==> config.mk <==
export PLATFORM = sky130hd
export DESIGN_NAME = tls_client_hello_sniffer
export DESIGN_NICKNAME = d
export VERILOG_FILES = /design/src/hw/rtl/tchs_pkg.sv /design/src/hw/rtl/tls_client_hello_sniffer.sv /design/src/hw/rtl/tchs_decode.sv /design/src/hw/rtl/tchs_select.sv /design/src/hw/rtl/tchs_verdict.sv
export SDC_FILE = /design/constraint.sdc
export NUM_CORES = 1
export LEC_CHECK = 0
export ABC_CLOCK_PERIOD_IN_PS = 1800
export BUFFER_PORTS_ARGS = -buffer_cell sky130_fd_sc_hd__buf_2
export CAP_MARGIN = 20
export CORE_MARGIN = 2
export CORE_UTILIZATION = 45
export DETAILED_ROUTE_END_ITERATION = 7
export PLACE_DENSITY = 0.81
export SLEW_MARGIN = 20
export SYNTH_ARGS = -nofsm -noshare
export SYNTH_HDL_FRONTEND = slang
export SYNTH_HIERARCHICAL = 1
export SYNTH_SLANG_ARGS = --single-unit
==> constraint.sdc <==
create_clock -name aclk -period 1.8 [get_ports aclk]
set_input_delay 0.09 -clock aclk [delete_from_list [all_inputs] [get_ports aclk]]
set_output_delay 0.09 -clock aclk [all_outputs]
set_load 0.03 [all_outputs]
==> src/hw/rtl/tchs_pkg.sv <==
// ----------------------------------------------------------------------------
// tchs_pkg
// Shared types, codes and the version pick for the client hello sniffer.
// ----------------------------------------------------------------------------
package tchs_pkg;

    localparam int NUM_BYTES = 11;

    // disable mask bits
    localparam int MSK_V2  = 0;
    localparam int MSK_V3  = 1;
    localparam int MSK_T10 = 2;
    localparam int MSK_T11 = 3;
    localparam int MSK_T12 = 4;

    // selected protocol version
    localparam logic [1:0] VER_S30 = 2'd0;
    localparam logic [1:0] VER_T10 = 2'd1;
    localparam logic [1:0] VER_T11 = 2'd2;
    localparam logic [1:0] VER_T12 = 2'd3;

    // verdict codes
    localparam logic [2:0] VERDICT_RECORD      = 3'd0;
    localparam logic [2:0] VERDICT_V2_HELLO    = 3'd1;
    localparam logic [2:0] VERDICT_UNSUPPORTED = 3'd2;
    localparam logic [2:0] VERDICT_UNKNOWN     = 3'd3;
    localparam logic [2:0] VERDICT_HTTP        = 3'd4;
    localparam logic [2:0] VERDICT_PROXY       = 3'd5;
    localparam logic [2:0] VERDICT_TOO_LARGE   = 3'd6;

    // header kind found by the decode stage
    localparam logic [2:0] KIND_UNKNOWN = 3'd0;
    localparam logic [2:0] KIND_V2_ONLY = 3'd1;
    localparam logic [2:0] KIND_V2_WRAP = 3'd2;
    localparam logic [2:0] KIND_RECORD  = 3'd3;
    localparam logic [2:0] KIND_HTTP    = 3'd4;
    localparam logic [2:0] KIND_PROXY   = 3'd5;

    localparam logic [7:0]  REC_HANDSHAKE = 8'h16;
    localparam logic [7:0]  MINOR_MAX     = 8'hff;
    localparam logic [14:0] V2_LIMIT      = 15'(1024 * 4);

    localparam logic [31:0] TXT_GET  = "GET ";
    localparam logic [39:0] TXT_POST = "POST ";
    localparam logic [39:0] TXT_HEAD = "HEAD ";
    localparam logic [31:0] TXT_PUT  = "PUT ";
    localparam logic [55:0] TXT_CONN = "CONNECT";

    typedef logic [NUM_BYTES-1:0][7:0] hdr_bytes_t;

    typedef struct packed {
        logic [2:0]  kind;
        logic [7:0]  minor;
        logic [14:0] blen;
        logic [4:0]  mask;
    } dec_t;

    typedef struct packed {
        logic [2:0]  kind;
        logic [7:0]  minor;
        logic [14:0] blen;
        logic        v2_off;
        logic        got;
        logic [1:0]  ver;
        logic        too_large;
    } sel_t;

    typedef struct packed {
        logic [2:0]  verdict;
        logic [1:0]  ver;
        logic [7:0]  minor;
        logic [14:0] blen;
    } res_t;

    // highest enabled version for a nonzero client minor; bit 2 flags a hit
    function automatic logic [2:0] pick_tls(input logic [7:0] minor, input logic [4:0] msk);
        logic [2:0] r;
        if (minor >= 8'd3 && !msk[MSK_T12]) begin
            r = {1'b1, VER_T12};
        end else if (minor >= 8'd2 && !msk[MSK_T11]) begin
            r = {1'b1, VER_T11};
        end else if (!msk[MSK_T10]) begin
            r = {1'b1, VER_T10};
        end else if (!msk[MSK_V3]) begin
            r = {1'b1, VER_S30};
        end else begin
            r = {1'b0, VER_S30};
        end
        return r;
    endfunction

endpackage

==> src/hw/rtl/tls_client_hello_sniffer.sv <==
// ----------------------------------------------------------------------------
// tls_client_hello_sniffer
// Classifies the first 11 bytes of a connection: SSLv2-framed hello,
// TLS-record ClientHello, or HTTP / proxy request.
//
// Usage:
//   s_* carries one header item (bytes 0..10) under valid/ready; m_* returns
//   one result item per header: verdict, selected version, client minor and
//   v2 body length. cfg_wr_en/cfg_wr_data write the 5-bit disable mask
//   (reset value 0); write it only while no item is in flight.
//   Items pass through the decode, version select and verdict register stages
//   on the way to m_valid. Throughput is one item per cycle while m_ready is high.
//   Reset (aresetn low at a clock edge) empties the pipeline and clears the
//   mask. When m_ready is low the result holds; stages behind it keep
//   filling until all three are full, then s_ready drops. Nothing is lost or
//   repeated across a stall.
// ----------------------------------------------------------------------------
module tls_client_hello_sniffer
    import tchs_pkg::*;
(
    input  logic        aclk,
    input  logic        aresetn,
    input  logic        cfg_wr_en,
    input  logic [4:0]  cfg_wr_data,
    input  logic        s_valid,
    output logic        s_ready,
    input  logic [7:0]  s_hdr_byte_0,
    input  logic [7:0]  s_hdr_byte_1,
    input  logic [7:0]  s_hdr_byte_2,
    input  logic [7:0]  s_hdr_byte_3,
    input  logic [7:0]  s_hdr_byte_4,
    input  logic [7:0]  s_hdr_byte_5,
    input  logic [7:0]  s_hdr_byte_6,
    input  logic [7:0]  s_hdr_byte_7,
    input  logic [7:0]  s_hdr_byte_8,
    input  logic [7:0]  s_hdr_byte_9,
    input  logic [7:0]  s_hdr_byte_10,
    output logic        m_valid,
    input  logic        m_ready,
    output logic [2:0]  m_verdict,
    output logic [1:0]  m_selected_version,
    output logic [7:0]  m_client_minor,
    output logic [14:0] m_body_length
);

    logic [4:0] disabled_versions_reg;
    hdr_bytes_t hdr;
    dec_t       dec_data;
    sel_t       sel_data;
    res_t       res_data;
    logic       dec_valid;
    logic       dec_ready;
    logic       sel_valid;
    logic       sel_ready;

    always_ff @(posedge aclk) begin
        if (!aresetn) begin
            disabled_versions_reg <= 5'd0;
        end else if (cfg_wr_en) begin
            disabled_versions_reg <= cfg_wr_data;
        end
    end

    assign hdr = {s_hdr_byte_10, s_hdr_byte_9, s_hdr_byte_8, s_hdr_byte_7, s_hdr_byte_6,
                  s_hdr_byte_5, s_hdr_byte_4, s_hdr_byte_3, s_hdr_byte_2, s_hdr_byte_1,
                  s_hdr_byte_0};

    tchs_decode u_decode (
        .aclk      (aclk),
        .aresetn   (aresetn),
        .in_valid  (s_valid),
        .in_ready  (s_ready),
        .in_bytes  (hdr),
        .in_mask   (disabled_versions_reg),
        .out_valid (dec_valid),
        .out_ready (dec_ready),
        .out_data  (dec_data)
    );

    tchs_select u_select (
        .aclk      (aclk),
        .aresetn   (aresetn),
        .in_valid  (dec_valid),
        .in_ready  (dec_ready),
        .in_data   (dec_data),
        .out_valid (sel_valid),
        .out_ready (sel_ready),
        .out_data  (sel_data)
    );

    tchs_verdict u_verdict (
        .aclk      (aclk),
        .aresetn   (aresetn),
        .in_valid  (sel_valid),
        .in_ready  (sel_ready),
        .in_data   (sel_data),
        .out_valid (m_valid),
        .out_ready (m_ready),
        .out_data  (res_data)
    );

    assign m_verdict          = res_data.verdict;
    assign m_selected_version = res_data.ver;
    assign m_client_minor     = res_data.minor;
    assign m_body_length      = res_data.blen;

endmodule

==> src/hw/rtl/tchs_decode.sv <==
// ----------------------------------------------------------------------------
// tchs_decode
// First stage: find the header kind, effective client minor and v2 length.
// ----------------------------------------------------------------------------
module tchs_decode
    import tchs_pkg::*;
(
    input  logic       aclk,
    input  logic       aresetn,
    input  logic       in_valid,
    output logic       in_ready,
    input  hdr_bytes_t in_bytes,
    input  logic [4:0] in_mask,
    output logic       out_valid,
    input  logic       out_ready,
    output dec_t       out_data
);

    logic valid_reg;
    dec_t data_reg;
    dec_t data_next;
    logic is_v2;
    logic is_rec;

    always_comb begin
        is_v2  = in_bytes[0][7] && in_bytes[2] == 8'd1;
        is_rec = in_bytes[0] == REC_HANDSHAKE && in_bytes[1] == 8'd3 && in_bytes[5] == 8'd1
                 && ((in_bytes[3] == 8'd0 && in_bytes[4] < 8'd5) || in_bytes[9] >= in_bytes[1]);

        data_next.kind  = KIND_UNKNOWN;
        data_next.minor = 8'd0;
        data_next.blen  = 15'd0;
        data_next.mask  = in_mask;

        if (is_v2) begin
            data_next.blen = {in_bytes[0][6:0], in_bytes[1]};
            if (in_bytes[3] == 8'd0 && in_bytes[4] == 8'd2) begin
                data_next.kind  = KIND_V2_ONLY;
                data_next.minor = in_bytes[4];
            end else if (in_bytes[3] == 8'd3) begin
                data_next.kind  = KIND_V2_WRAP;
                data_next.minor = in_bytes[4];
            end
        end else if (is_rec) begin
            data_next.kind = KIND_RECORD;
            // short fragment reads as TLS1.0, future majors as the top minor
            if (in_bytes[3] == 8'd0 && in_bytes[4] < 8'd6) begin
                data_next.minor = 8'd1;
            end else if (in_bytes[9] > 8'd3) begin
                data_next.minor = MINOR_MAX;
            end else begin
                data_next.minor = in_bytes[10];
            end
        end else if ({in_bytes[0], in_bytes[1], in_bytes[2], in_bytes[3]} == TXT_GET
                  || {in_bytes[0], in_bytes[1], in_bytes[2], in_bytes[3], in_bytes[4]} == TXT_POST
                  || {in_bytes[0], in_bytes[1], in_bytes[2], in_bytes[3], in_bytes[4]} == TXT_HEAD
                  || {in_bytes[0], in_bytes[1], in_bytes[2], in_bytes[3]} == TXT_PUT) begin
            data_next.kind = KIND_HTTP;
        end else if ({in_bytes[0], in_bytes[1], in_bytes[2], in_bytes[3],
                      in_bytes[4], in_bytes[5], in_bytes[6]} == TXT_CONN) begin
            data_next.kind = KIND_PROXY;
        end
    end

    assign in_ready  = !valid_reg || out_ready;
    assign out_valid = valid_reg;
    assign out_data  = data_reg;

    always_ff @(posedge aclk) begin
        if (!aresetn) begin
            valid_reg <= 1'b0;
        end else if (in_ready) begin
            valid_reg <= in_valid;
        end
    end

    always_ff @(posedge aclk) begin
        if (in_ready && in_valid) begin
            data_reg <= data_next;
        end
    end

endmodule

==> src/hw/rtl/tchs_select.sv <==
// ----------------------------------------------------------------------------
// tchs_select
// Second stage: pick the highest allowed version and check the v2 length.
// ----------------------------------------------------------------------------
module tchs_select
    import tchs_pkg::*;
(
    input  logic aclk,
    input  logic aresetn,
    input  logic in_valid,
    output logic in_ready,
    input  dec_t in_data,
    output logic out_valid,
    input  logic out_ready,
    output sel_t out_data
);

    logic       valid_reg;
    sel_t       data_reg;
    sel_t       data_next;
    logic [2:0] pick;

    always_comb begin
        pick = pick_tls(in_data.minor, in_data.mask);

        data_next.kind      = in_data.kind;
        data_next.minor     = in_data.minor;
        data_next.blen      = in_data.blen;
        data_next.v2_off    = in_data.mask[MSK_V2];
        data_next.too_large = in_data.blen > V2_LIMIT;
        data_next.got       = 1'b0;
        data_next.ver       = VER_S30;

        if (in_data.minor != 8'd0) begin
            data_next.got = pick[2];
            data_next.ver = pick[1:0];
        end else if (!in_data.mask[MSK_V3]) begin
            data_next.got = 1'b1;
            data_next.ver = VER_S30;
        end else if (in_data.kind == KIND_RECORD && !in_data.mask[MSK_T10]) begin
            // record hello asking for SSL3.0 falls back to TLS1.0
            data_next.got = 1'b1;
            data_next.ver = VER_T10;
        end
    end

    assign in_ready  = !valid_reg || out_ready;
    assign out_valid = valid_reg;
    assign out_data  = data_reg;

    always_ff @(posedge aclk) begin
        if (!aresetn) begin
            valid_reg <= 1'b0;
        end else if (in_ready) begin
            valid_reg <= in_valid;
        end
    end

    always_ff @(posedge aclk) begin
        if (in_ready && in_valid) begin
            data_reg <= data_next;
        end
    end

endmodule

==> src/hw/rtl/tchs_verdict.sv <==
// ----------------------------------------------------------------------------
// tchs_verdict
// Third stage: form the verdict and hold the result item for the receiver.
// ----------------------------------------------------------------------------
module tchs_verdict
    import tchs_pkg::*;
(
    input  logic aclk,
    input  logic aresetn,
    input  logic in_valid,
    output logic in_ready,
    input  sel_t in_data,
    output logic out_valid,
    input  logic out_ready,
    output res_t out_data
);

    logic valid_reg;
    res_t data_reg;
    res_t data_next;

    always_comb begin
        data_next.verdict = VERDICT_UNKNOWN;
        data_next.ver     = VER_S30;
        data_next.minor   = in_data.minor;
        data_next.blen    = in_data.blen;
        case (in_data.kind)
            KIND_V2_ONLY: begin
                data_next.verdict = in_data.v2_off ? VERDICT_UNKNOWN : VERDICT_UNSUPPORTED;
            end
            KIND_V2_WRAP: begin
                if (in_data.got) begin
                    data_next.ver     = in_data.ver;
                    data_next.verdict = in_data.too_large ? VERDICT_TOO_LARGE
                                                          : VERDICT_V2_HELLO;
                end else begin
                    data_next.verdict = in_data.v2_off ? VERDICT_UNKNOWN
                                                       : VERDICT_UNSUPPORTED;
                end
            end
            KIND_RECORD: begin
                if (in_data.got) begin
                    data_next.ver     = in_data.ver;
                    data_next.verdict = VERDICT_RECORD;
                end
            end
            KIND_HTTP: begin
                data_next.verdict = VERDICT_HTTP;
            end
            KIND_PROXY: begin
                data_next.verdict = VERDICT_PROXY;
            end
            default: begin
                data_next.verdict = VERDICT_UNKNOWN;
            end
        endcase
    end

    assign in_ready  = !valid_reg || out_ready;
    assign out_valid = valid_reg;
    assign out_data  = data_reg;

    always_ff @(posedge aclk) begin
        if (!aresetn) begin
            valid_reg <= 1'b0;
        end else if (in_ready) begin
            valid_reg <= in_valid;
        end
    end

    always_ff @(posedge aclk) begin
        if (in_ready && in_valid) begin
            data_reg <= data_next;
        end
    end

endmodule

# Word level (Yosys, flattened, before mapping)
# Cells that the tools add are included.
# totals
register_bits	98
in_bits	98
wordCells	94
output_inout_bits	30
# classes
n_eq_ne	17
n_reduce_logical	28
n_lt_le_gt_ge	7
mux	23
# ops
operator	count
$eq A40 B39 Y1 const B	2
$eq A32 B31 Y1 const B	2
$eq A56 B55 Y1 const B	1
$mux W3	12
$eq A8 B2 Y1 const B	3
$mux W8	3
$mux W10	2
$eq A8 B1 Y1 const B	2
$ge A8 B2 Y1 const B	2
$lt A8 B3 Y1 const B	2
$gt A15 B13 Y1 const B	1
$pmux W3 S5	1
$logic_and A1 B1 Y1	13
$mux W11	1
$eq A3 B2 Y1 const B	3
$eq A8 B5 Y1 const B	1
$ge A8 B8 Y1	1
$gt A8 B2 Y1 const B	1
$logic_not A8 Y1	1
$reduce_bool A8 Y1	1
$logic_or A1 B1 Y1	7
$eq A3 B3 Y1 const B	2
$logic_not A1 Y1	6
$mux W4	1
other kinds (4)	4

# Logic depth before layout (Yosys ltp)
# depth
depth_word	7
depth_mapped	7
depth_no_buf	7

# Modules after synthesis
# Netlist, hierarchy kept.
# by_module_without_submodules
module	instances	cells_each	area_per_inst_um2
tchs_decode	1	167	1850.5
tchs_select	1	59	1126.1
tchs_verdict	1	50	978.4
tls_client_hello_sniffer	1	16	192.7

# Least setup slack after synthesis
# Ideal clock, no wire load.
# synth_timing
path_type	flip-flop to flip-flop
start	reg u_verdict.valid_reg, in the netlist u_verdict/out_valid
end	reg u_decode.data_reg, in the netlist u_decode/out_data[0], enable pin
required_time_ns	1.409
slack_ns	-0.386
path_stages_with_launch	5
setup_ns	0.391
t_arrival_ns	1.796
cell_sequence	dfxtp_1 nand2b_1 nand2b_1 nand2b_1 and2_1
# synth_between
elab_chain_len	5
# synth_rtl
item	line_no	rtl
start, declared	tchs_verdict.sv:18	logic valid_reg;
start signal, assigned	tchs_verdict.sv:67	valid_reg <= in_valid;
$logic_not A1 Y1	tchs_verdict.sv:59	assign in_ready = !valid_reg || out_ready;
$logic_or A1 B1 Y1	tchs_verdict.sv:59	
via sel_ready	tls_client_hello_sniffer.sv:54	logic sel_ready;
$logic_or A1 B1 Y1	tchs_select.sv:47	assign in_ready = !valid_reg || out_ready;
via dec_ready	tls_client_hello_sniffer.sv:52	logic dec_ready;
$logic_or A1 B1 Y1	tchs_decode.sv:65	assign in_ready = !valid_reg || out_ready;
via s_ready	tls_client_hello_sniffer.sv:26	output logic s_ready,
$logic_and A1 B1 Y1	tchs_decode.sv:78	if (in_ready && in_valid) begin
end signal, assigned	tchs_decode.sv:79	data_reg <= data_next;
end, declared	tchs_decode.sv:20	dec_t data_reg;
# The timed path passes the listed nets, and every way through them passes these cells.
# A chain may end at the register's enable or synchronous reset.

==> flow_summary_export.csv <==
group,metric,value,unit
floorplanning,effective_utilization_at_floorplan,45.5,%
floorplanning,die_width,100,um
placement,dp.cells,541,
timing,setup_skew_after_layout,0.00669,ns
power_and_ir_drop,cellPowerDensity,832,nW/um^2
critical_path,r2r_end,"u_select/out_data[8]",
critical_path,rr_worst_depth,3,
critical_path,r2r-start,"u_verdict/out_valid",
global_route,globalRouteTotalUtil,18.0,%
timing,finalHoldViolCount,0,
worst_hold_path,min_path_cells,3,
placement,placement.io_buffers,111,
timing,setup_violators_final,0,
timing,worst_pin_slew,0.684,ns
run_status,run_status,"completed",
synthesis,post_synth.cell_area_avg,14.2,um^2
critical_path,timing.setup.critical_path_class,"in2reg",
detailed_routing,route.vias.total,2936,
synthesis,syn_area,4150,um^2
timing,layout_worst_path_cycle_share,87.3,%
worst_hold_path,hold_path.startpoint,"cfg_wr_data[2]",
floorplanning,core-area,9110,um^2
timing,hold-worst-slack,0.0149,ns
critical_path,worst_ep_arrival_time,1.77,ns
global_route,maximum_number_of_pins_on_one_net_before_global_route_repair,32,
clock_tree,cts_setup_buffers,0,
clock_tree,clk_transition_reported_paths,0.08,ns
floorplanning,num_rows,35,
cells_and_area,layout.filler_cells,755,
timing,setup-tns-final,0,ns
detailed_routing,drtAntennaViolNets,0,
detailed_routing,drt_wl_total,8.54,mm
synthesis,async_flop_share,0,%
synthesis,count_of_unique_library_cells_instantiated_by_yosys,48,
clock_tree,cts_tree,"done",
cells_and_area,seqCellArea,2860,um^2
power_and_ir_drop,design_power_total,4.42,mW
worst_hold_path,min_path_type,"in2reg",
synthesis,ys_dominant_reg_cell,"edfxtp_1",
detailed_routing,detail_route.first_pass.iterations,5,
synthesis,synth_cells,292,
power_and_ir_drop,vdd_drop_max,0.000415,V
timing,final_max_slew_viol_count,0,
critical_path,worst_ep_required_time,1.99,ns
cells_and_area,drive_above_1_share,36.7,%
detailed_routing,first_iter_violations,165,
critical_path,worstSetupEndpointType,"flop",
synthesis,seq_area_frac_synth,69.0,%
synthesis,synth_seq_cells,98,
clock_tree,cts-buffers-inserted,9,
placement,globalplace.congestion,0.892,
global_route,global_route_wire_length_before_repair,13.9,mm
cells_and_area,antenna-diode-count,0,
clock_tree,clock_sink_total,98,
detailed_routing,routedWlPerCell,15.2,um
clock_tree,clk_latency,0.35,ns
placement,place_hpwl,6.75,mm
detailed_routing,viasPerCell,5.23,
detailed_routing,remaining_drc_errors,0,
run,maxCapViolations,0,
global_route,gr-total-overflow,0,
critical_path,crit_path_max_fanout,3,
clock_tree,htree_num_levels,3,
timing,slew-limit-headroom,54.4,%
critical_path,critPathLaunchType,"input port",
cells_and_area,finalNonFillerCells,561,
critical_path,ff2ff_setup_slack,0.28,ns
global_route,first_global_vias,2988,
cells_and_area,final_nets,551,
cells_and_area,area_of_combinational_cells_with_multiple_inputs,1220,um^2
floorplanning,die-area,10000,um^2
floorplanning,num_io_pins,128,
timing,grt_setup_unrepaired,"no",
floorplanning,dieHeight,100,um
synthesis,number_of_synthesized_flops_with_an_enable_pin,90,
power_and_ir_drop,power_leakage,2.14,nW
cells_and_area,areaGrowthSynthToFinish,28.0,%
timing,fmaxAchievable,0.636,GHz
placement,dp_worst_setup_slack,-0.130,ns
clock_tree,cts_root_buffer,"clkbuf_8",
timing,fin_ws,0.229,ns
synthesis,yosys_warnings,6,
worst_hold_path,whs_endpoint,"disabled_versions_reg[2]",
synthesis,synthesis.nets,398,
global_route,number_of_antenna_violations_at_the_first_check_in_global_routing,0,
clock_tree,cts_buffer_depth,2,
timing,period_minus_slack,1.57,ns
## layout make-up
cell class / instances / share of cell area (%)
well taps: 111 / 2.62
clock buffers: 14 / 3.87
flip-flops and latches: 98 / 53.9
clock inverters: 2 / 0.259
inverters: 15 / 1.06
repair buffers: 144 / 15.3
multi-input cells: 177 / 22.9
## cells by family (layout without fill, tap and decap cells)
| family | count (synthesis) | in the layout | share of synthesized area (%) |
|---|---|---|---|
| and+or+nand+nor | 127 | 127 | 18.9 |
| muxes | 7 | 7 | 1.69 |
| adders and majority gates | 8 | 8 | 2.41 |
| DFF | 98 | 98 | 69.0 |
| AOI/OAI and AO/OA | 35 | 35 | 6.24 |
| buffers and inverters | 17 | 175 | 1.72 |
## metal layers
layer / GRT usage (%) / up-vias / wire (um)
met2: 30.6 / 115 / 4100
met1: 21.8 / 1356 / 3710
met4: 9.27 / 0 / 248
met5: 0 / - / 0
li1: - / 1446 / -
met3: 3.48 / 19 / 473
## power breakdown
part           internal (mW)  total, mW  switching, mW  leakage (nW)
registers               2.57       2.60         0.0361         0.938
clock network          0.747       1.43          0.679         0.113
logic                  0.172      0.385          0.213          1.09
total                   3.49       4.42          0.927          2.14
## placed cells by master (no fill, tap or decap), drive strengths merged, types with 3 or more instances in the layout
master,instances
buf,140
edfxtp,90
nor2,28
inv,15
and2,14
clkbuf,14
nor4,14
nand2,13
dfxtp,8
o2bb2ai,8
ha,8
mux2i,7
nand4,7
nor2b,6
a31oi,6
nand3,6
nor3,5
nand4b,5
nand2b,5
dlygate4sd3,4
nor4bb,4
a21oi,4
nor4b,3
a211o,3
or3,3
a21boi,3
o21ai,3
## timing repair
action | 4_1_cts | 5_1_grt
gates resized for setup | 0 | 0
hold endpoints to repair | 4 | 0
hold buffers | 4 | 0
## worst max-delay path: stages
cell	delay (ns)
buf_2	0.12
or4b_4	0.55
nor4_2	0.29
nand4_1	0.14
or3_1	0.39
a31oi_1	0.18
## per-stage QoR
stage	util, %	cell area [um^2]
after floorplan	-	4150
after global placement	55.4	5050
after detailed placement	55.4	5050
after CTS	58.3	5310
after global routing	58.3	5310
final	58.3	5310
## worst max path at each step
stage                             start                     to  slack, ns  cells past startpoint
floorplan           u_verdict/out_valid   u_decode/out_data[0]       0.10                      4
global placement        s_hdr_byte_1[5]  u_decode/out_data[26]      -0.07                      8
detailed placement      s_hdr_byte_0[7]  u_decode/out_data[28]      -0.13                      6
CTS                     s_hdr_byte_0[7]  u_decode/out_data[28]       0.24                      6
global route            s_hdr_byte_1[5]  u_decode/out_data[26]       0.12                      8
finish                  s_hdr_byte_0[7]  u_decode/out_data[28]       0.23                      6
## Yosys cell counts (7+ instances only)
library cell	n	area share, %
edfxtp_1	90	65
nor2_1	28	2.5
inv_1	15	1.4
and2_1	14	2.1
nand2_1	13	1.2
nor4_1	11	1.7
dfxtp_1	8	3.9
ha_1	8	2.4
o2bb2ai_1	8	1.7
mux2i_1	7	1.7
nand4_1	7	1.1
Note: power is estimated with default switching activity, not from simulation.
